$ cat config.mk
export PLATFORM = sky130hd
export DESIGN_NAME = integer_square_root_core
export DESIGN_NICKNAME = d
export VERILOG_FILES = /design/src/rtl/isq_pkg.sv /design/src/rtl/isq_dp.sv /design/src/rtl/isq_ctrl.sv /design/src/rtl/integer_square_root_core.sv
export SDC_FILE = /design/constraint.sdc
export NUM_CORES = 1
export LEC_CHECK = 0
export BUFFER_PORTS_ARGS = -buffer_cell sky130_fd_sc_hd__buf_4
export CAP_MARGIN = 20
export CELL_PAD_IN_SITES_DETAIL_PLACEMENT = 0
export CELL_PAD_IN_SITES_GLOBAL_PLACEMENT = 2
export CORE_MARGIN = 5
export CORE_UTILIZATION = 39
export CTS_CLUSTER_DIAMETER = 100
export DETAILED_ROUTE_END_ITERATION = 12
export PLACE_DENSITY_LB_ADDON = 0.1
export SLEW_MARGIN = 20
export SYNTH_ARGS = -nofsm -noshare
export SYNTH_HDL_FRONTEND = slang
export SYNTH_SLANG_ARGS = --single-unit
$ cat constraint.sdc
create_clock -name clk -period 3.9 [get_ports clk]
set_input_delay 0.585 -clock clk [delete_from_list [all_inputs] [get_ports clk]]
set_output_delay 0.585 -clock clk [all_outputs]
set_load 0.05 [all_outputs]
$ cat src/rtl/isq_pkg.sv
// Shared types and constants for the integer square root core.
`timescale 1ns / 1ps

package isq_pkg;

  localparam int ROOT_W = 16;

  typedef enum logic [1:0] {
    ST_IDLE,
    ST_RUN,
    ST_DONE
  } isq_state_t;

  typedef struct packed {
    logic load;
    logic step;
    logic capture;
  } isq_cmd_t;

endpackage

$ cat src/rtl/isq_dp.sv
// Datapath: digit-by-digit square root, one root bit per step, plus result register.
`timescale 1ns / 1ps

module isq_dp import isq_pkg::*; #(
  parameter int VALUE_BITS = 31
) (
  input  logic                  clk,
  input  isq_cmd_t              cmd,
  input  logic [VALUE_BITS-1:0] value_i,
  output logic [ROOT_W-1:0]     root_o
);

  localparam int RB = (VALUE_BITS + 1) / 2;
  localparam int XP = 2 * RB;

  logic [XP-1:0]   x_r;
  logic [RB:0]     rem_r;
  logic [RB-1:0]   root_r;
  logic [ROOT_W-1:0] out_root_r;

  logic [RB+2:0]   rem_sh;
  logic [RB+2:0]   trial;
  logic [RB+2:0]   diff;
  logic            ge;

  // remainder stays at most twice the partial root, so RB+1 bits hold it
  assign rem_sh = {rem_r, x_r[XP-1 -: 2]};
  assign trial  = (RB+3)'({root_r, 2'b01});
  assign ge     = (rem_sh >= trial);
  assign diff   = rem_sh - trial;

  always_ff @(posedge clk) begin
    if (cmd.load) begin
      x_r    <= XP'(value_i);
      rem_r  <= '0;
      root_r <= '0;
    end else if (cmd.step) begin
      x_r    <= x_r << 2;
      rem_r  <= ge ? diff[RB:0] : rem_sh[RB:0];
      root_r <= (root_r << 1) | RB'(ge);
    end
    if (cmd.capture) begin
      out_root_r <= ROOT_W'(root_r);
    end
  end

  assign root_o = out_root_r;

endmodule

$ cat src/rtl/isq_ctrl.sv
// Controller: sequences load, iteration steps and result hand-off.
`timescale 1ns / 1ps

module isq_ctrl import isq_pkg::*; #(
  parameter int VALUE_BITS = 31
) (
  input  logic     clk,
  input  logic     rst_n,
  input  logic     in_valid,
  output logic     in_ready,
  output logic     out_valid,
  input  logic     out_ready,
  output isq_cmd_t cmd
);

  localparam int RB  = (VALUE_BITS + 1) / 2;
  localparam int CW  = (RB > 1) ? $clog2(RB) : 1;
  localparam logic [CW-1:0] LAST = CW'(RB - 1);

  isq_state_t    state_r, state_nxt;
  logic [CW-1:0] cnt_r, cnt_nxt;
  logic          out_valid_r, out_valid_nxt;
  logic          slot_free;

  assign slot_free = !out_valid_r || out_ready;

  // next state
  always_comb begin
    state_nxt = state_r;
    case (state_r)
      ST_IDLE: if (in_valid)          state_nxt = ST_RUN;
      ST_RUN:  if (cnt_r == LAST)     state_nxt = ST_DONE;
      ST_DONE: if (slot_free)         state_nxt = ST_IDLE;
      default:                        state_nxt = ST_IDLE;
    endcase
  end

  // outputs
  always_comb begin
    cmd         = '0;
    in_ready    = 1'b0;
    cnt_nxt     = cnt_r;
    case (state_r)
      ST_IDLE: begin
        in_ready = 1'b1;
        cmd.load = in_valid;
        cnt_nxt  = '0;
      end
      ST_RUN: begin
        cmd.step = 1'b1;
        cnt_nxt  = cnt_r + 1'b1;
      end
      ST_DONE: begin
        cmd.capture = slot_free;
      end
      default: begin
        cmd = '0;
      end
    endcase
    out_valid_nxt = cmd.capture ? 1'b1 : (out_ready ? 1'b0 : out_valid_r);
  end

  always_ff @(posedge clk) begin
    if (!rst_n) begin
      state_r     <= ST_IDLE;
      cnt_r       <= '0;
      out_valid_r <= 1'b0;
    end else begin
      state_r     <= state_nxt;
      cnt_r       <= cnt_nxt;
      out_valid_r <= out_valid_nxt;
    end
  end

  assign out_valid = out_valid_r;

endmodule

$ cat src/rtl/integer_square_root_core.sv
// Top level: floor square root of one unsigned value per request.
//
//  channel | dir | tdata fields (low bit up)       | handshake
//  in_     | in  | value[VALUE_BITS-1:0], zero pad  | tvalid/tready
//  out_    | out | root[15:0]                       | tvalid/tready
//
// A request runs as one load, one iteration per root bit in the shared
// subtract/compare unit, and a move of the root into the output register.
// The next request is taken while a finished root waits in the output register.
// Reset (rst_n low, synchronous) clears the controller and the output valid.
// A stalled output holds the finished root in the datapath until the register frees.
`timescale 1ns / 1ps

module integer_square_root_core import isq_pkg::*; #(
  parameter int VALUE_BITS = 31
) (
  input  logic                                  clk,
  input  logic                                  rst_n,
  input  logic                                  in_tvalid,
  output logic                                  in_tready,
  input  logic [((VALUE_BITS + 7) / 8) * 8-1:0] in_tdata,   // value
  output logic                                  out_tvalid,
  input  logic                                  out_tready,
  output logic [ROOT_W-1:0]                     out_tdata   // root
);

  isq_cmd_t cmd;

  isq_ctrl #(
    .VALUE_BITS(VALUE_BITS)
  ) u_ctrl (
    .clk      (clk),
    .rst_n    (rst_n),
    .in_valid (in_tvalid),
    .in_ready (in_tready),
    .out_valid(out_tvalid),
    .out_ready(out_tready),
    .cmd      (cmd)
  );

  isq_dp #(
    .VALUE_BITS(VALUE_BITS)
  ) u_dp (
    .clk    (clk),
    .cmd    (cmd),
    .value_i(in_tdata[VALUE_BITS-1:0]),
    .root_o (out_tdata)
  );

endmodule
==> impl_metrics.csv, run 1 <==
group,metric,value,unit
global_route,grt_overflow_total,0,
floorplanning,core_area,0.0109,mm^2
sta,worst_slack,0.955,ns
finish,drive_gt1_frac,0.151,
yosys,ys.flop_type,"edfxtp_1",
worst_setup_path,end_kind,"flop",
yosys,synth_cell_types,57,
finish,instances_no_fill,655,
sta,setup_viol,0,
worst_hold_path,hold_class,"flop to flop",
clocking,clock_tree.buffer_depth,2,
power_and_ir_drop,p_sw_frac,0.393,
power_and_ir_drop,p_sw,1.31,mW
sta,slew_headroom,0.378,
yosys,synth_seq_cells,88,
placement,dpl_cell_area,0.00489,mm^2
yosys,synth_nets,518,
global_route,grt_usage,0.156,
sta,fmax,340,MHz
routing,maxUsedRoutingLayer,"met4",
worst_setup_path,reg2reg_from,"u_dp.root_r[2]$_SDFFE_PP0P_",
yosys,postSynthAreaPerCell,9.43,um^2
routing,wl_per_cell,15.4,um
routing,ant_nets,0,
clocking,h-tree-depth,3,
finish,fill_cells,1097,
power_and_ir_drop,comb_power_share,0.472,
finish,final_nets,565,
yosys,synth_xor_area_frac,0.0221,
placement,io_buffer_count,52,
power_and_ir_drop,power_frac_seq,0.364,
routing,wirelength,10100,um
finish,utilization,0.464,
finish,antenna_cells,0,
sta,slew_viol_final,0,
power_and_ir_drop,leakage,2.08,nW
worst_setup_path,critPathKind,"flop to flop",
routing,dr.pass1.iters,4,
power_and_ir_drop,ir_drop,0.222,mV
worst_setup_path,cp.arrival,3.20,ns
routing,drt-met1-wl,4830,um
placement,dp_cells,639,
clocking,post-cts-setup-buffer-count,0,
sta,whs,0.449,ns
power_and_ir_drop,power_density,660,mW/mm^2
clocking,cts_tree,"built",
flow_run,drv_cap,0,
yosys,async_flop_share,0,
routing,dr_total_vias,3446,
clocking,cts-hold-fix-buffers,0,
floorplanning,ioPinCount,54,
sta,worst_pin_slew,0.931,ns
yosys,post-synth-top-area-cell,"edfxtp_1",
clocking,clk_latency,0.36,ns
yosys,synth_compound_area_frac,0.162,
clocking,cts.clk_slew.worst_paths,0.09,ns
worst_setup_path,critPathLaunchType,"flop",
routing,route.detailed.drc,0,
yosys,yosysTopAreaCellShare,0.323,
worst_hold_path,hold_start,"u_dp.x_r[29]$_DFFE_PP_",
yosys,synthCells,463,
floorplanning,fp-row-count,38,
global_route,grt_max_degree,35,
sta,fin_crit,2.94,ns
routing,vias_per_cell,5.26,
placement,pre_cts_slack,0.926,ns
yosys,synthesis.area,0.00437,mm^2
clocking,cts_root_buffer,"clkbuf_8",
sta,period_share,0.755,
finish,multi_input_area,0.00196,mm^2
sta,finalHoldViolCount,0,
finish,area_growth,15.6,%
yosys,yosysSeqAreaShare,0.511,
yosys,ys_top_cells_by_area,"edfxtp_1 (32%), dfxtp_1 (19%), nand2_1 (8.9%)",
routing,wl_met2,4550,um
floorplanning,die_y,116,um
yosys,synth_simple_gate_area_frac,0.207,
routing,first_iter_violations,193,
floorplanning,initial_utilization,0.401,
yosys,synth-edff-count,47,
finish,fin_area,0.00505,mm^2
global_route,antenna_found_initial,0,
sta,rsz0062_at_grt,"false",
power_and_ir_drop,p_total,3.34,mW
placement,place_hpwl,7000,um
floorplanning,die-area,0.0134,mm^2
yosys,synth_mux_area_frac,0.00258,
placement,gp_congestion,0.799,
clocking,cts_resized,0,
finish,register_area,0.00223,mm^2
worst_setup_path,crit_fanout,19,
worst_setup_path,worstPathRequired,4.15,ns
outcome,status,"finished, final reports clean",
clocking,numCtsBuffers,9,
sta,clock-skew-final,0.0128,ns
yosys,synth_top_family_by_area,"simple AND/OR/NAND/NOR gates",
yosys,yosysWarnings,0,
global_route,grt_first_pass_wirelength,16300,um
global_route,grt_pass1_vias,3359,
sta,finalSetupTns,0,ns
yosys,synthAdderAreaFrac,0.0544,
clocking,clkSinkCount,88,
power_and_ir_drop,p_int,2.02,mW
routing,wl_met3,575,um
worst_setup_path,startpoint,"u_dp.root_r[2]$_SDFFE_PP0P_",
floorplanning,floorplan.die.width,116,um
power_and_ir_drop,p_clk_frac,0.164,
[logic make-up after synthesis]
group | Yosys count
fa+ha+maj | 19
buf+inv | 45
mux | 1
simple gates | 199
flops | 88
xor+xnor | 11
compound gates | 100
[layout by cell type (no fill, tap or decap), types with 10 or more instances in the layout]
cell	Yosys	routed
inv_1	21	21
a21oi_1	10	10
nor2_1	17	17
nand2_1	104	104
buf_4	0	60
dfxtp_1	41	41
nand3_1	30	30
o211ai_1	13	13
ha_1	19	19
o21ai_0	26	26
edfxtp_1	47	47
[per-layer routing]
metal | GRT usage | vias to the layer above
li1 | - | 1748
met1 | 0.217 | 1608
met2 | 0.242 | 79
met3 | 0.0277 | 11
met4 | 0.0619 | 0
met5 | 0 | -
[flip-flops by register name, indices dropped and copies added (netlist names)]
name,flops
u_ctrl.cnt_r,4
u_dp.x_r,32
u_ctrl.state_r,2
u_dp.root_o,16
u_ctrl.out_valid,1
u_dp.rem_r,17
u_dp.root_r,16
[cell type report]
type / instances / share of cell area
Clock buffer: 12 / 0.0268
Clock inverter: 4 / 0.00446
Inverter: 21 / 0.0156
Multi-Input combinational cell: 330 / 0.387
Sequential cell: 88 / 0.442
Tap cell: 140 / 0.0347
Timing Repair Buffer: 60 / 0.0892
[cells in the mapped netlist (all sizes together) (3+ instances only)]
cell type and count:
a21o 8, or3 5, and2 5, and3 7, edfxtp 47, o21ai 27
buf 5, inv 21, o31ai 7, nand2 104, ha 19, xor2 3
nor2b 7, nand4 4, o211ai 13, xnor2 8, dfxtp 41, clkbuf 19
nor2 17, nand3 30, a32o 4, nor3 9, a21oi 11, nand2b 5
[worst max-delay path: stages (launching register included)]
cell and delay [ns]:
dfxtp_1 0.35, inv_1 0.08, ha_1 0.40, o211ai_1 0.13
o21ai_2 0.23, o2111a_1 0.26, o211a_1 0.19, o21ba_1 0.63
nor2_1 0.20, a311o_1 0.38
[path summary, 6_finish.rpt]
kind         depth (start not counted)  slack, ns                     endpoint
max                                  9       0.96  u_dp.rem_r[16]$_SDFFE_PP0P_
min                                  2       0.45    u_dp.x_r[31]$_SDFFE_PP0P_
max reg2reg                          9       0.96  u_dp.rem_r[16]$_SDFFE_PP0P_
min reg2reg                          2       0.45    u_dp.x_r[31]$_SDFFE_PP0P_
[power groups by stage]
stage / Combinational (mW) / Sequential [mW] / Clock, mW
floorplan: 1.26 / 1.20 / 0
global placement: 1.57 / 1.23 / 0
detailed placement: 1.58 / 1.23 / 0
CTS: 1.58 / 1.21 / 0.577
global route: 1.77 / 1.23 / 0.614
finish: 1.58 / 1.21 / 0.546
Note: power is estimated with default switching activity, not from simulation.
==> inputs of run 2 (changes only) <==
--- a/config.mk
+++ b/config.mk
@@ -10,7 +10,7 @@
 export CELL_PAD_IN_SITES_DETAIL_PLACEMENT = 0
 export CELL_PAD_IN_SITES_GLOBAL_PLACEMENT = 2
 export CORE_MARGIN = 5
-export CORE_UTILIZATION = 39
+export CORE_UTILIZATION = 36
 export CTS_CLUSTER_DIAMETER = 100
 export DETAILED_ROUTE_END_ITERATION = 12
 export PLACE_DENSITY_LB_ADDON = 0.1
==> constraint.sdc (replaced) <==
create_clock -name clk -period 2.82 [get_ports clk]
set_input_delay 0.423 -clock clk [delete_from_list [all_inputs] [get_ports clk]]
set_output_delay 0.423 -clock clk [all_outputs]
set_load 0.05 [all_outputs]
==> run 2 against run 1 <==
Effect of this change:
- sequential share of layout area down 2.3 points
- total power is 58% higher
- worst setup slack got worse by 0.75 ns
- wire length rose by 0.27%
- largest power group unchanged
==> impl_metrics.csv, run 2 (same netlist as run 1, synthesis figures left out) <==
group,metric,value,unit
outcome,status,"finished, final reports clean",
global_route,grt_overflow_total,0,
routing,route.detailed.drc,0,
floorplanning,ioPinCount,54,
finish,final_common_cell,"nand2_1",
global_route,grt_first_pass_wirelength,16400,um
clocking,post-cts-setup-buffer-count,0,
sta,period_share,0.926,
clocking,clkSinkCount,88,
worst_setup_path,worstPathRequired,3.05,ns
power_and_ir_drop,leakage,2.21,nW
clocking,cts-hold-fix-buffers,0,
placement,place_hpwl,7280,um
finish,area_growth,21.9,%
floorplanning,die_y,120,um
sta,setup_viol,0,
clocking,cts_root_buffer,"clkbuf_16",
finish,final_nets,581,
global_route,antenna_found_initial,0,
sta,worst_pin_slew,0.427,ns
global_route,grt_pass1_vias,3336,
placement,io_buffer_count,52,
global_route,grt_usage,0.145,
clocking,cts_tree,"built",
routing,dr.pass1.iters,4,
worst_hold_path,hold_class,"input pin to flop",
sta,slew_viol_final,0,
sta,slew_headroom,0.715,
worst_setup_path,crit_fanout,11,
power_and_ir_drop,power_density,993,mW/mm^2
routing,dr_total_vias,3489,
routing,wirelength,10100,um
floorplanning,fp-row-count,40,
power_and_ir_drop,ir_drop,0.345,mV
flow_run,drv_cap,0,
sta,finalHoldViolCount,0,
global_route,grt_max_degree,36,
routing,wl_per_cell,14.9,um
clocking,clk_latency,0.34,ns
finish,utilization,0.445,
sta,finalSetupTns,0,ns
finish,antenna_cells,0,
routing,ant_nets,0,
routing,first_iter_violations,197,
clocking,numCtsBuffers,9,
clocking,clock_tree.buffer_depth,2,
finish,top_regs,"u_dp.x_r: 32 flops, u_dp.rem_r: 17 flops",
sta,clock-skew-final,0.00795,ns
clocking,cts.clk_slew.worst_paths,0.06,ns
placement,gp_congestion,0.789,
floorplanning,floorplan.die.width,120,um
finish,largest_reg_flops,32,
floorplanning,core_area,0.0120,mm^2
clocking,h-tree-depth,3,
sta,fin_crit,2.61,ns
finish,drive_gt1_frac,0.183,
floorplanning,initial_utilization,0.365,
worst_setup_path,cp.arrival,2.84,ns
worst_setup_path,critPathKind,"flop to flop",
floorplanning,die-area,0.0144,mm^2
finish,final_cell_mix,"nand2_1 (104), buf_4 (76), edfxtp_1 (47), dfxtp_1 (41), nand3_1 (30)",
sta,rsz0062_at_grt,"false",
finish,top_register,"u_dp.x_r",
worst_setup_path,end_kind,"flop",
sta,fmax,383,MHz
worst_setup_path,critPathLaunchType,"flop",
routing,vias_per_cell,5.15,
[run 2: changes by cell type in the layout (fill, tap and decap cells not counted)]
cell and change:
a2111oi_0 -1, clkbuf_1 -2, a2111oi_1 +1, clkinv_2 -1
clkinv_4 +1, o21ba_2 +1, o21ba_1 -1, clkbuf_8 -8
bufinv_16 +1, buf_4 +16, clkbuf_16 +9
[run 2: worst paths after layout]
path | startpoint | end | slack [ns] | cells after the start
max reg2reg | u_dp.root_r[2]$_SDFFE_PP0P_ | u_dp.rem_r[3]$_SDFFE_PP0P_ | 0.21 | 9
min reg2reg | u_dp.x_r[29]$_DFFE_PP_ | u_dp.x_r[31]$_SDFFE_PP0P_ | 0.44 | 2
max | u_dp.root_r[2]$_SDFFE_PP0P_ | u_dp.rem_r[3]$_SDFFE_PP0P_ | 0.21 | 9
min | rst_n | u_ctrl.state_r[1]$_SDFFE_PN0P_ | 0.34 | 2
[run 2: metrics by stage]
stage / setup WS (ns) / hold slack [ns] / power, mW / instances / area [um^2]
CTS: 0.124 / 0.320 / 5.32 / 678 / 5320
floorplan: 0.214 / 0.408 / 3.41 / 463 / 4370
finish: 0.209 / 0.336 / 5.28 / 678 / 5320
detailed placement: 0.131 / 0.426 / 4.11 / 662 / 5020
global route: 0.0437 / 0.319 / 5.69 / 678 / 5320
global placement: 0.173 / 0.420 / 4.10 / 662 / 5020
[run 2: final cells by class]
type,count,area [um^2]
fill,1168,6640
sequential,88,2230
multi-input combinational,330,1960
timing repair buffer,76,571
clock buffer,11,243
tap,147,184
inverter,21,78.8
clock inverter,5,56.3
[run 2: per-layer routing]
| metal | routed length (um) | GRT usage | vias to the layer above |
|---|---|---|---|
| met5 | 0 | 0 | - |
| met4 | 184 | 0.0608 | 0 |
| met3 | 472 | 0.0358 | 15 |
| met2 | 4390 | 0.212 | 67 |
| met1 | 5060 | 0.202 | 1616 |
| li1 | - | - | 1791 |
[run 2: repair_timing]
action                                  in CTS  in global routing
endpoints found under the setup margin       0                  4
resized for setup                            0                  2
endpoints found under the hold margin        0                  0
[run 2: worst max-delay path, stage by stage (launching register included)]
cell	delay [ns]
dfxtp_1	0.34
inv_1	0.07
ha_1	0.38
a21oi_2	0.19
o21ai_2	0.08
o2111a_1	0.28
o211a_1	0.25
o21ba_2	0.29
or3_1	0.37
a32o_1	0.25
[run 2: report_power, final]
part | internal (mW) | switching [mW]
registers | 1.56 | 0.119
clock network | 0.709 | 0.488
logic | 1.09 | 1.32
